$ cat src/design/rac_pkg.sv
// rac_pkg: shared types, constants and reset values of the radix to ascii converter
// no dependencies
`timescale 1ns / 1ps
`default_nettype none

package rac_pkg;

  localparam int VALUE_WIDTH_DEF = 32;
  localparam int MAX_DIGITS_DEF  = 32;
  localparam int MAX_RADIX       = 16;
  localparam int MIN_RADIX       = 2;

  localparam int RADIX_W  = 5;
  localparam int DIGIT_W  = 4;
  localparam int SYM_W    = 8;
  localparam int NUM_SYMS = 16;
  localparam int COUNT_W  = 6;
  localparam int CFG_W    = 32;
  localparam int CFG_IDX_W = 3;

  // quotient bits resolved per divide cycle
  localparam int DIV_STEPS = 8;

  localparam logic [RADIX_W-1:0] RADIX_RST   = 5'd10;
  localparam logic [CFG_W-1:0]   SYM_0_3_RST   = 32'h3332_3130;
  localparam logic [CFG_W-1:0]   SYM_4_7_RST   = 32'h3736_3534;
  localparam logic [CFG_W-1:0]   SYM_8_11_RST  = 32'h6261_3938;
  localparam logic [CFG_W-1:0]   SYM_12_15_RST = 32'h6665_6463;

  typedef enum logic [CFG_IDX_W-1:0] {
    REG_RADIX     = 3'd0,
    REG_SYM_0_3   = 3'd1,
    REG_SYM_4_7   = 3'd2,
    REG_SYM_8_11  = 3'd3,
    REG_SYM_12_15 = 3'd4
  } cfg_reg_t;

  typedef enum logic [1:0] {
    ST_IDLE,
    ST_DIV,
    ST_READ,
    ST_SEND
  } state_t;

  typedef struct packed {
    logic [RADIX_W-1:0]                radix;
    logic [NUM_SYMS-1:0][SYM_W-1:0]    sym;
  } cfg_t;

  typedef struct packed {
    logic load;
    logic div;
    logic rd;
    logic next;
  } dp_cmd_t;

  typedef struct packed {
    logic chunk_last;
    logic quot_zero;
    logic last;
  } dp_sts_t;

endpackage

`default_nettype wire

$ cat src/design/rac_if.sv
// rac_in_if / rac_out_if: valid-ready channels of the converter
// depends on rac_pkg
`timescale 1ns / 1ps
`default_nettype none

interface rac_in_if #(
  parameter int VALUE_WIDTH = rac_pkg::VALUE_WIDTH_DEF
);
  logic                   valid;
  logic                   ready;
  logic [VALUE_WIDTH-1:0] value;

  modport source (output valid, output value, input ready);
  modport sink   (input valid, input value, output ready);
endinterface

interface rac_out_if;
  logic                          valid;
  logic                          ready;
  logic [rac_pkg::SYM_W-1:0]     symbol;
  logic [rac_pkg::COUNT_W-1:0]   digit_count;
  logic                          last;

  modport source (output valid, output symbol, output digit_count, output last, input ready);
  modport sink   (input valid, input symbol, input digit_count, input last, output ready);
endinterface

`default_nettype wire

$ cat src/design/rac_cfg.sv
// rac_cfg: configuration registers, radix clamp and symbol table
// depends on rac_pkg
`timescale 1ns / 1ps
`default_nettype none

module rac_cfg (
  input  wire logic                            clk,
  input  wire logic                            rst_n,
  input  wire logic                            cfg_we,
  input  wire logic [rac_pkg::CFG_IDX_W-1:0]   cfg_index,
  input  wire logic [rac_pkg::CFG_W-1:0]       cfg_wdata,
  output rac_pkg::cfg_t                        cfg
);

  logic [rac_pkg::RADIX_W-1:0] radix_r;
  logic [3:0][rac_pkg::CFG_W-1:0] sym_r;

  always_ff @(posedge clk) begin
    if (!rst_n) begin
      radix_r  <= rac_pkg::RADIX_RST;
      sym_r[0] <= rac_pkg::SYM_0_3_RST;
      sym_r[1] <= rac_pkg::SYM_4_7_RST;
      sym_r[2] <= rac_pkg::SYM_8_11_RST;
      sym_r[3] <= rac_pkg::SYM_12_15_RST;
    end else if (cfg_we) begin
      unique case (rac_pkg::cfg_reg_t'(cfg_index))
        rac_pkg::REG_RADIX:     radix_r  <= cfg_wdata[rac_pkg::RADIX_W-1:0];
        rac_pkg::REG_SYM_0_3:   sym_r[0] <= cfg_wdata;
        rac_pkg::REG_SYM_4_7:   sym_r[1] <= cfg_wdata;
        rac_pkg::REG_SYM_8_11:  sym_r[2] <= cfg_wdata;
        rac_pkg::REG_SYM_12_15: sym_r[3] <= cfg_wdata;
        default: ;
      endcase
    end
  end

  always_comb begin
    if (radix_r < rac_pkg::RADIX_W'(rac_pkg::MIN_RADIX)) begin
      cfg.radix = rac_pkg::RADIX_W'(rac_pkg::MIN_RADIX);
    end else if (radix_r > rac_pkg::RADIX_W'(rac_pkg::MAX_RADIX)) begin
      cfg.radix = rac_pkg::RADIX_W'(rac_pkg::MAX_RADIX);
    end else begin
      cfg.radix = radix_r;
    end
    cfg.sym = {sym_r[3], sym_r[2], sym_r[1], sym_r[0]};
  end

endmodule

`default_nettype wire

$ cat src/design/rac_ctrl.sv
// rac_ctrl: sequencer for divide, buffer read and word emission
// depends on rac_pkg
`timescale 1ns / 1ps
`default_nettype none

module rac_ctrl (
  input  wire logic       clk,
  input  wire logic       rst_n,
  input  wire logic       in_valid,
  output logic            in_ready,
  output logic            out_valid,
  input  wire logic       out_ready,
  input  wire rac_pkg::dp_sts_t sts,
  output rac_pkg::dp_cmd_t cmd
);

  rac_pkg::state_t state_r, state_nxt;

  always_ff @(posedge clk) begin
    if (!rst_n) begin
      state_r <= rac_pkg::ST_IDLE;
    end else begin
      state_r <= state_nxt;
    end
  end

  always_comb begin
    state_nxt = state_r;
    unique case (state_r)
      rac_pkg::ST_IDLE: begin
        if (in_valid) state_nxt = rac_pkg::ST_DIV;
      end
      rac_pkg::ST_DIV: begin
        if (sts.chunk_last && sts.quot_zero) state_nxt = rac_pkg::ST_READ;
      end
      rac_pkg::ST_READ: begin
        state_nxt = rac_pkg::ST_SEND;
      end
      rac_pkg::ST_SEND: begin
        if (out_ready) begin
          state_nxt = sts.last ? rac_pkg::ST_IDLE : rac_pkg::ST_READ;
        end
      end
      default: state_nxt = rac_pkg::ST_IDLE;
    endcase
  end

  always_comb begin
    in_ready  = 1'b0;
    out_valid = 1'b0;
    cmd       = '0;
    unique case (state_r)
      rac_pkg::ST_IDLE: begin
        in_ready = 1'b1;
        cmd.load = in_valid;
      end
      rac_pkg::ST_DIV: begin
        cmd.div = 1'b1;
      end
      rac_pkg::ST_READ: begin
        cmd.rd = 1'b1;
      end
      rac_pkg::ST_SEND: begin
        out_valid = 1'b1;
        cmd.next  = out_ready && !sts.last;
      end
      default: ;
    endcase
  end

endmodule

`default_nettype wire

$ cat src/design/rac_dp.sv
// rac_dp: radix divider, digit buffer and output word register
// depends on rac_pkg
`timescale 1ns / 1ps
`default_nettype none

module rac_dp #(
  parameter int VALUE_WIDTH = rac_pkg::VALUE_WIDTH_DEF,
  parameter int MAX_DIGITS  = rac_pkg::MAX_DIGITS_DEF
) (
  input  wire logic                          clk,
  input  wire logic                          rst_n,
  input  wire rac_pkg::dp_cmd_t              cmd,
  output rac_pkg::dp_sts_t                   sts,
  input  wire rac_pkg::cfg_t                 cfg,
  input  wire logic [VALUE_WIDTH-1:0]        in_value,
  output logic [rac_pkg::SYM_W-1:0]          out_symbol,
  output logic [rac_pkg::COUNT_W-1:0]        out_digit_count,
  output logic                               out_last
);

  localparam int CHUNKS = (VALUE_WIDTH + rac_pkg::DIV_STEPS - 1) / rac_pkg::DIV_STEPS;
  localparam int WPAD   = CHUNKS * rac_pkg::DIV_STEPS;
  localparam int CW     = (CHUNKS > 1) ? $clog2(CHUNKS) : 1;
  localparam int NW     = $clog2(MAX_DIGITS + 1);
  localparam int AW     = $clog2(MAX_DIGITS);
  localparam int DW     = rac_pkg::DIGIT_W;

  logic [WPAD-1:0] work_r, work_step;
  logic [DW-1:0]   rem_r, rem_step;
  logic [CW-1:0]   chunk_r;
  logic [NW-1:0]   n_r;
  logic [AW-1:0]   idx_r;
  logic [DW-1:0]   rd_data_r;
  logic            last_r;
  logic            room;
  logic            finish;

  logic [DW-1:0]   digit_mem [MAX_DIGITS];

  // restoring division, one quotient bit per step
  always_comb begin
    logic [WPAD-1:0] w;
    logic [DW:0]     r;
    w = work_r;
    r = {1'b0, rem_r};
    for (int i = 0; i < rac_pkg::DIV_STEPS; i++) begin
      r = {r[DW-1:0], w[WPAD-1]};
      w = {w[WPAD-2:0], 1'b0};
      if (r >= (DW+1)'(cfg.radix)) begin
        r    = r - (DW+1)'(cfg.radix);
        w[0] = 1'b1;
      end
    end
    work_step = w;
    rem_step  = r[DW-1:0];
  end

  assign room           = n_r < NW'(MAX_DIGITS);
  assign sts.chunk_last = chunk_r == CW'(CHUNKS - 1);
  assign sts.quot_zero  = work_step == '0;
  assign sts.last       = last_r;
  assign finish         = cmd.div && sts.chunk_last && sts.quot_zero;

  always_ff @(posedge clk) begin
    if (!rst_n) begin
      chunk_r <= '0;
      n_r     <= '0;
      idx_r   <= '0;
      last_r  <= 1'b0;
    end else begin
      if (cmd.load) begin
        chunk_r <= '0;
        n_r     <= '0;
      end else if (cmd.div) begin
        if (sts.chunk_last) begin
          chunk_r <= '0;
          if (room) n_r <= n_r + NW'(1);
        end else begin
          chunk_r <= chunk_r + CW'(1);
        end
      end
      if (finish) begin
        idx_r <= room ? n_r[AW-1:0] : AW'(MAX_DIGITS - 1);
      end else if (cmd.next) begin
        idx_r <= idx_r - AW'(1);
      end
      if (cmd.rd) last_r <= idx_r == '0;
    end
  end

  always_ff @(posedge clk) begin
    if (cmd.load) begin
      work_r <= WPAD'(in_value);
      rem_r  <= '0;
    end else if (cmd.div) begin
      work_r <= work_step;
      rem_r  <= sts.chunk_last ? '0 : rem_step;
    end
  end

  // digit buffer, least significant digit at position 0
  always_ff @(posedge clk) begin
    if (cmd.div && sts.chunk_last && room) begin
      digit_mem[n_r[AW-1:0]] <= rem_step;
    end
    if (cmd.rd) begin
      rd_data_r <= digit_mem[idx_r];
    end
  end

  assign out_symbol      = cfg.sym[rd_data_r];
  assign out_digit_count = rac_pkg::COUNT_W'(n_r);
  assign out_last        = last_r;

endmodule

`default_nettype wire

$ cat src/design/radix_to_ascii_converter.sv
// radix_to_ascii_converter: unsigned integer to ascii digit string in radix 2 to 16
// top level; depends on rac_pkg, rac_if, rac_cfg, rac_ctrl, rac_dp
//
// usage:
//   in_ch takes one word, an unsigned value, when valid and ready are both high.
//   out_ch gives one word per digit, most significant first: the symbol from the
//   symbol table, the total digit count, and last on the final digit.
//   cfg_we/cfg_index/cfg_wdata write radix and the four symbol registers; write
//   only while the block is idle (in_ch.ready high and no word pending).
// operation:
//   each digit comes from the shared divider, which resolves 8 quotient bits a
//   cycle; then each digit takes a buffer read and then an output word.
//   one value is in work at a time.
// reset:
//   synchronous, active low; returns to idle and restores radix 10 and symbols
//   "0123456789abcdef".
// stall:
//   a word waits on out_ch with its payload held until ready; nothing is lost.
`timescale 1ns / 1ps
`default_nettype none

module radix_to_ascii_converter #(
  parameter int VALUE_WIDTH = rac_pkg::VALUE_WIDTH_DEF,
  parameter int MAX_DIGITS  = rac_pkg::MAX_DIGITS_DEF
) (
  input  wire logic                          clk,
  input  wire logic                          rst_n,
  rac_in_if.sink                             in_ch,
  rac_out_if.source                          out_ch,
  input  wire logic                          cfg_we,
  input  wire logic [rac_pkg::CFG_IDX_W-1:0] cfg_index,
  input  wire logic [rac_pkg::CFG_W-1:0]     cfg_wdata
);

  rac_pkg::cfg_t    cfg;
  rac_pkg::dp_cmd_t cmd;
  rac_pkg::dp_sts_t sts;

  rac_cfg u_cfg (
    .clk       (clk),
    .rst_n     (rst_n),
    .cfg_we    (cfg_we),
    .cfg_index (cfg_index),
    .cfg_wdata (cfg_wdata),
    .cfg       (cfg)
  );

  rac_ctrl u_ctrl (
    .clk       (clk),
    .rst_n     (rst_n),
    .in_valid  (in_ch.valid),
    .in_ready  (in_ch.ready),
    .out_valid (out_ch.valid),
    .out_ready (out_ch.ready),
    .sts       (sts),
    .cmd       (cmd)
  );

  rac_dp #(
    .VALUE_WIDTH (VALUE_WIDTH),
    .MAX_DIGITS  (MAX_DIGITS)
  ) u_dp (
    .clk             (clk),
    .rst_n           (rst_n),
    .cmd             (cmd),
    .sts             (sts),
    .cfg             (cfg),
    .in_value        (in_ch.value),
    .out_symbol      (out_ch.symbol),
    .out_digit_count (out_ch.digit_count),
    .out_last        (out_ch.last)
  );

endmodule

`default_nettype wire

$ cat src/flat_wrapper.sv
// flat-port wrapper written by rule: the top's interface ports become plain ports
module radix_to_ascii_converter_flat 
#(
  parameter int VALUE_WIDTH = rac_pkg::VALUE_WIDTH_DEF,
  parameter int MAX_DIGITS  = rac_pkg::MAX_DIGITS_DEF
)
  (clk, rst_n, cfg_we, cfg_index, cfg_wdata, in_ch_valid, in_ch_value, in_ch_ready, out_ch_valid, out_ch_symbol, out_ch_digit_count, out_ch_last, out_ch_ready);
  rac_in_if #(.VALUE_WIDTH(VALUE_WIDTH)) in_ch_i ();
  rac_out_if out_ch_i ();
  input  wire logic clk;
  input  wire logic rst_n;
  input  wire logic cfg_we;
  input  wire logic [rac_pkg::CFG_IDX_W-1:0] cfg_index;
  input  wire logic [rac_pkg::CFG_W-1:0] cfg_wdata;
  input wire logic [$bits(in_ch_i.valid)-1:0] in_ch_valid;
  input wire logic [$bits(in_ch_i.value)-1:0] in_ch_value;
  output wire logic [$bits(in_ch_i.ready)-1:0] in_ch_ready;
  output wire logic [$bits(out_ch_i.valid)-1:0] out_ch_valid;
  output wire logic [$bits(out_ch_i.symbol)-1:0] out_ch_symbol;
  output wire logic [$bits(out_ch_i.digit_count)-1:0] out_ch_digit_count;
  output wire logic [$bits(out_ch_i.last)-1:0] out_ch_last;
  input wire logic [$bits(out_ch_i.ready)-1:0] out_ch_ready;
  assign in_ch_i.valid = in_ch_valid;
  assign in_ch_i.value = in_ch_value;
  assign in_ch_ready = in_ch_i.ready;
  assign out_ch_valid = out_ch_i.valid;
  assign out_ch_symbol = out_ch_i.symbol;
  assign out_ch_digit_count = out_ch_i.digit_count;
  assign out_ch_last = out_ch_i.last;
  assign out_ch_i.ready = out_ch_ready;
  radix_to_ascii_converter #(.VALUE_WIDTH(VALUE_WIDTH), .MAX_DIGITS(MAX_DIGITS)) u_core (.clk(clk), .rst_n(rst_n), .in_ch(in_ch_i), .out_ch(out_ch_i), .cfg_we(cfg_we), .cfg_index(cfg_index), .cfg_wdata(cfg_wdata));
endmodule
$ cat config.mk
export PLATFORM = sky130hd
export DESIGN_NAME = radix_to_ascii_converter_flat
export DESIGN_NICKNAME = d
export VERILOG_FILES = /design/src/design/rac_pkg.sv /design/src/design/rac_if.sv /design/src/design/rac_cfg.sv /design/src/design/rac_ctrl.sv /design/src/design/rac_dp.sv /design/src/design/radix_to_ascii_converter.sv /design/src/flat_wrapper.sv
export SDC_FILE = /design/constraint.sdc
export NUM_CORES = 1
export LEC_CHECK = 0
export BUFFER_PORTS_ARGS = -buffer_cell sky130_fd_sc_hd__buf_2
export CORE_MARGIN = 2
export CORE_UTILIZATION = 57
export DETAILED_ROUTE_END_ITERATION = 8
export GPL_ROUTABILITY_DRIVEN = 0
export GPL_TIMING_DRIVEN = 0
export PLACE_DENSITY = 0.75
export SYNTH_ARGS = -nofsm -noshare
export SYNTH_HDL_FRONTEND = slang
export SYNTH_SLANG_ARGS = --single-unit
$ cat constraint.sdc
create_clock -name clk -period 16.15 [get_ports clk]
set_input_delay 2.4225 -clock clk [delete_from_list [all_inputs] [get_ports clk]]
set_output_delay 2.4225 -clock clk [all_outputs]
set_load 0.03 [all_outputs]
==> results.toml, run 1 <==
[outcome]
status = "finished, final reports clean"

[timing]
timing.hold.ws_ps = 463
hold_violations = 0
tightest_slew_ps = 1240
fin_crit_sh_pct = 83.1
setup_tns_ps = 0
setup_viol = 0
period_needed_ps = 13410
finClkSkew_ps = 25.0
relSlewSlack_pct = 16.9
maxSlewViolCount = 0
rsz0062_at_grt = "no"
fmax_mhz = 74.5

[worst_setup_path]
worst-setup-path-type = "reg2reg"
end_kind = "flop"
slowest_delay_ps = 930
timing.rr.start = "u_core.u_cfg.radix_r[4]"
worstPathArrival_ps = 13580
crit_fanout = 33
timing.rr.end = "u_core.u_dp.digit_mem[25][0]"
rr_worst_depth = 46
required_ps = 16310
r2r_slack_ps = 2740
crit_slowest_cell = "mux2i_4"
start_kind = "flop"
critPathMostFrequentCell = "ha_1"

[grt]
grt_overflow_total = 0
grt_usage_pct = 26.9
antenna_found_initial = 1
grt_pass1_vias = 10900
grt_max_degree = 34
grt_pass1_wl_um = 58400

[detailed_routing]
routed_wl_um = 36800
wl_per_cell_um = 20.3
ant_nets = 0
via_per_inst = 5.94
firstDrtPassIters = 6
vias = 10800
first_iter_violations = 1129
drc = 0

[floorplan]
core_sq_um = 25900
die_w_um = 166
dieArea_sq_um = 27600
start_util_pct = 57.8
fp-row-count = 59
io_pins = 89
die_y_um = 166

[clocking]
htreeDepth = 2
cts_resized = 0
path_clk_slew_ps = 60
postCtsSetupBuffers = 0
clock-sinks = 317
cts_buffer_depth = 3
root_buffer = "clkbuf_16"
clock_latency_ps = 530
ctsHoldBuffers = 0
cts_tree = "done"
numCtsBuffers = 34

[placed_design]
place_area_sq_um = 15800
port_buffers = 87
place_hpwl_um = 25900

[flow_run]
cap_violations = 0

[yosys]
synthXorXnorAreaFrac_pct = 1.17
synth_compound_area_share_pct = 7.65
synthCells = 1330
synth_top_area_cell = "edfxtp_1"
netlist_area_sq_um = 15000
ys_seq_area_share_pct = 53.4
synth_top_area_share_pct = 32.9
synthFlopType = "edfxtp_1"
ys_seq_elements = 317
synthSimpleGateAreaFrac_pct = 16.0
synthAdderAreaFrac_pct = 5.00
synth_area_leaders = "edfxtp_1, dfxtp_1, mux4_2, nand2_1, ha_1"
ys_types = 58
synth_top_family_by_area = "simple AND/OR/NAND/NOR gates"
synth_area_per_cell_sq_um = 11.3
synth_nets = 1457
yosysWarnings = 0
synth.mux.area_fraction_pct = 14.1
synth-edff-count = 164
async_reset_ff_share_pct = 0

[finish]
drive_gt1_share_pct = 17.5
nFillCells = 1936
syn_to_final_growth_pct = 13.6
final_nets = 1581
fin_area_sq_um = 17000

[hold_path]
hold_path_class = "reg2reg"
min_to = "u_core.u_cfg.cfg[19]"
min_delay_path_depth = 2
min_from = "u_core.u_cfg.cfg[19]"
==> layout by cell type, fill, tap and decap left out, types with 5 or more instances in the layout <==
master     Yosys  routed
nand2_1      364     364
mux2i_1        8       7
and3_1         5       5
mux2_2        20      20
clkbuf_8       0       7
nand2b_1       9       9
nand3_1       68      68
inv_1         31      31
edfxtp_1     164     164
xor2_1         6       6
buf_1          9       9
a21boi_0      76      76
mux4_2        80      80
a21o_1        10      10
clkinv_1       0       5
a31oi_1        8       8
clkbuf_16      0      34
xnor2_1       14      14
buf_2          7      94
clkbuf_1      61      67
nand4_1        6       6
fa_1           8       8
nor4_1         8       8
nor2_1        72      72
o21ai_0        8       7
ha_1          47      47
dfxtp_1      153     153
nor2b_1        7       7
a21oi_1       25      25
==> sequential cells by signal (all words and copies together) (netlist names), 2 cells and up <==
name and count:
u_core.u_cfg.radix_r 5, u_core.u_dp.idx_r 5, u_core.u_dp.out_digit_count 6, u_core.u_dp.rem_r 4
u_core.u_cfg.cfg 128, u_core.u_dp.rd_data_r 4, u_core.u_dp.work_r 32, u_core.u_dp.chunk_r 2
u_core.u_ctrl.state_r 2, u_core.u_dp.digit_mem 128
==> cells by family after synthesis <==
logic type,count (synthesis)
xor+xnor,20
buf+inv,108
fa+ha+maj,55
simple gates,562
flops,317
mux,108
compound gates,160
==> synthesized netlist by cell type (9+ instances only) <==
master      n
ha_1       47
a21boi_0   76
mux2_2     20
clkbuf_1   61
edfxtp_1  164
mux4_2     80
a21oi_1    25
nand2b_1    9
buf_1       9
nand2_1   364
dfxtp_1   153
nand3_1    68
nor2_1     72
inv_1      31
xnor2_1    14
a21o_1     10
==> worst max-delay path by stage <==
| stage | from | to | slack (ps) | depth (start not counted) |
|---|---|---|---|---|
| after detailed placement | u_core.u_cfg.radix_r[4] | u_core.u_dp.digit_mem[17][0] | 2830 | 47 |
| after global placement | u_core.u_cfg.radix_r[2] | u_core.u_dp.digit_mem[20][0] | 930 | 47 |
| after global routing | u_core.u_cfg.radix_r[4] | u_core.u_dp.digit_mem[13][0] | 1890 | 47 |
| final | u_core.u_cfg.radix_r[4] | u_core.u_dp.digit_mem[25][0] | 2740 | 46 |
| after CTS | u_core.u_cfg.radix_r[4] | u_core.u_dp.digit_mem[13][0] | 2810 | 47 |
| after floorplan | u_core.u_cfg.radix_r[2] | u_core.u_dp.digit_mem[0][0] | 4100 | 48 |
==> final cells by class <==
cell class                      instances  area, sq um  area share (%)
Inverter                               31          116           0.684
Antenna cell                            1         2.50          0.0147
Clock inverter                         15          195            1.15
Timing Repair Buffer                   88          443            2.60
Buffer                                 77          298            1.75
Tap cell                              335          419            2.46
Multi-Input combinational cell        905         6580            38.7
Clock buffer                           47          970            5.70
Sequential cell                       317         7990            47.0
==> routing by layer <==
layer / GRT usage [%] / vias to the layer above / routed length [um]
met4: 9.22 / 0 / 1140
met2: 46.6 / 521 / 18100
met1: 34.5 / 5165 / 14700
met5: 0 / - / 0
li1: - / 5002 / -
met3: 4.29 / 100 / 2860
==> worst max-delay path, delay by kind of cell (launching register included) <==
family,cells,cell delay (ps)
and+or+nand+nor,3,360
AOI/OAI and AO/OA,23,5550
DFF,1,310
buffers and inverters,5,1260
adders and majority gates,8,2650
muxes,7,2880
==> metrics by stage <==
stage                     utilization (%)  cells  worst slack [ps]
after global routing                 65.7   1816              1890
after CTS                            65.6   1815              2810
after floorplan                         -   1330              4100
after detailed placement             61.2   1753              2830
after global placement               61.1   1752               928
final                                65.7   1816              2740
Power of run 1 is not shown: default switching activity piles up to over one toggle a cycle in this logic, so the estimate is an artifact.
==> run 2, diff against run 1 <==
--- a/config.mk
+++ b/config.mk
@@ -5,6 +5,7 @@
 export SDC_FILE = /design/constraint.sdc
 export NUM_CORES = 1
 export LEC_CHECK = 0
+export ABC_AREA = 1
 export BUFFER_PORTS_ARGS = -buffer_cell sky130_fd_sc_hd__buf_2
 export CORE_MARGIN = 2
 export CORE_UTILIZATION = 57
==> constraint.sdc (replaced) <==
create_clock -name clk -period 14 [get_ports clk]
set_input_delay 2.1 -clock clk [delete_from_list [all_inputs] [get_ports clk]]
set_output_delay 2.1 -clock clk [all_outputs]
set_load 0.03 [all_outputs]
==> run 2 against run 1 <==
Via count grew 26%; synthesized area grew 3.0%; fmax grew 6.7%; core utilization shrank 1.1 points; global-route usage grew 4.9 points; count of clock-buffer cells in the layout grew 2; final cell count grew 25%; highest routed layer unchanged; final area grew 1.5%; synthesized cell count grew 34%.
==> results.toml, run 2 <==
[finish]
register_area_sq_um = 7990
final_nets = 2032
layout_commonest_cell = "nand2_1"
nFillCells = 2196
mostFrequentLayoutCells = "nand2_1, nor2_1, o21ai_0"
syn_to_final_growth_pct = 12.0
num_antenna_cells = 0
drive_gt1_share_pct = 10.0
multiInputGateArea_sq_um = 6530

[timing]
hold_violations = 0
finClkSkew_ps = 12.5
timing.hold.ws_ps = 451
setup_viol = 0
rsz0062_at_grt = "no"
tightest_slew_ps = 1450
period_needed_ps = 12570
fin_crit_sh_pct = 89.8
maxSlewViolCount = 0
relSlewSlack_pct = 3.48
fmax_mhz = 79.5

[floorplan]
start_util_pct = 57.7
dieArea_sq_um = 28400
die_y_um = 168
die_w_um = 168
fp-row-count = 60
core_sq_um = 26700
io_pins = 89

[worst_setup_path]
end_kind = "flop"
slowest_delay_ps = 1100
crit_slowest_cell = "and2_1"
crit_fanout = 32
worst-setup-path-type = "reg2reg"
critPathMostFrequentCell = "nand2_1"
start_kind = "flop"
worstPathArrival_ps = 12740
required_ps = 14160

[yosys]
synthCells = 1784
netlist_area_sq_um = 15400
synth_top_area_cell = "edfxtp_1"
synth-edff-count = 164
async_reset_ff_share_pct = 0
yosysWarnings = 0
ys_types = 43
synthTopCellsByCount = "nand2_1, nor2_1, o21ai_0, edfxtp_1, dfxtp_1"
synth_top_area_share_pct = 31.9
synth_area_leaders = "edfxtp_1, dfxtp_1, nand2_1, o21ai_0, nor2_1"
synth_nets = 1911
ys_seq_elements = 317
ys_seq_area_share_pct = 51.8
synthFlopType = "edfxtp_1"
synth_area_per_cell_sq_um = 8.64
yosysMostFrequentCell = "nand2_1"

[grt]
grt_pass1_vias = 13100
grt_usage_pct = 31.7
grt_overflow_total = 0
grt_max_degree = 34
antenna_found_initial = 0
grt_pass1_wl_um = 70000

[outcome]
status = "finished, final reports clean"

[clocking]
root_buffer = "clkbuf_16"
numCtsBuffers = 31
ctsHoldBuffers = 0
clock_latency_ps = 570
cts_tree = "done"
cts_resized = 0
htreeDepth = 1
clock-sinks = 317
cts_buffer_depth = 3
path_clk_slew_ps = 60
postCtsSetupBuffers = 0

[detailed_routing]
via_per_inst = 6.01
first_iter_violations = 1641
firstDrtPassIters = 6
drc = 0
wl_per_cell_um = 20.1
vias = 13600
routed_wl_um = 45600
ant_nets = 0

[placed_design]
place_hpwl_um = 31500
port_buffers = 87

[hold_path]
hold_path_class = "reg2reg"

[flow_run]
cap_violations = 0
## run 2: cell count changes in the layout (fill, tap and decap cells not counted), moves of 19 or more
cell | previous run | this run
o221ai_1 | 0 | 25
nor2_1 | 72 | 252
o21ai_0 | 7 | 206
mux4_2 | 80 | 0
mux2_2 | 20 | 0
inv_1 | 31 | 127
a21boi_0 | 76 | 2
a21oi_1 | 25 | 79
mux2i_1 | 7 | 26
o211ai_1 | 0 | 35
## run 2: metal layers
metal	vias up	share of wire, %	GRT usage, %
li1	6285	-	-
met1	6381	39	42.6
met2	821	45	49.6
met3	158	12	8.04
met4	0	4.0	12.7
met5	-	0	0
## run 2: final timing paths
kind	slack (ps)	to	cells after the start	startpoint
max reg2reg	1430	u_core.u_dp.digit_mem[18][3]	69	u_core.u_cfg.radix_r[4]
max	1430	u_core.u_dp.digit_mem[18][3]	69	u_core.u_cfg.radix_r[4]
min reg2reg	450	u_core.u_cfg.cfg[68]	2	u_core.u_cfg.cfg[68]
min	450	u_core.u_cfg.cfg[68]	2	u_core.u_cfg.cfg[68]
## run 2: critical path, delay by kind of cell (launching register included)
kind	cells	cell delay (ps)
buf+inv	13	1440
simple gates	39	6040
flops	1	310
compound gates	7	1450
fa+ha+maj	9	2770
xor+xnor	1	130
## run 2: cell families after synthesis
logic type | synth area share, %
adders and majority gates | 4.85
buffers and inverters | 5.89
AOI/OAI and AO/OA | 14.4
xor gates and xnor gates | 1.14
DFF | 51.8
muxes | 1.69
and+or+nand+nor | 20.2
## run 2: layout make-up
cell class              instances  share of cell area, %
well taps                     341                   2.47
inverters                     141                   3.07
clock inverters                 9                  0.290
repair buffers                 88                   2.61
flip-flops and latches        317                   46.3
clock buffers                  49                   5.29
multi-input cells            1235                   37.8
plain buffers                  91                   2.20
## run 2: metrics by stage
stage | TNS [ps] | area (sq um) | setup slack [ps] | cells | util [%]
4_1_cts | 0 | 17300 | 1190 | 2271 | 64.6
6_report | 0 | 17300 | 1430 | 2271 | 64.6
5_1_grt | 0 | 17300 | 369 | 2271 | 64.6
3_5_place_dp | 0 | 16300 | 1210 | 2213 | 61.0
2_1_floorplan | 0 | 15400 | 3270 | 1784 | -
3_3_place_gp | -15530 | 16300 | -485 | 2212 | 60.9
Power of run 2 is left out for the same reason.
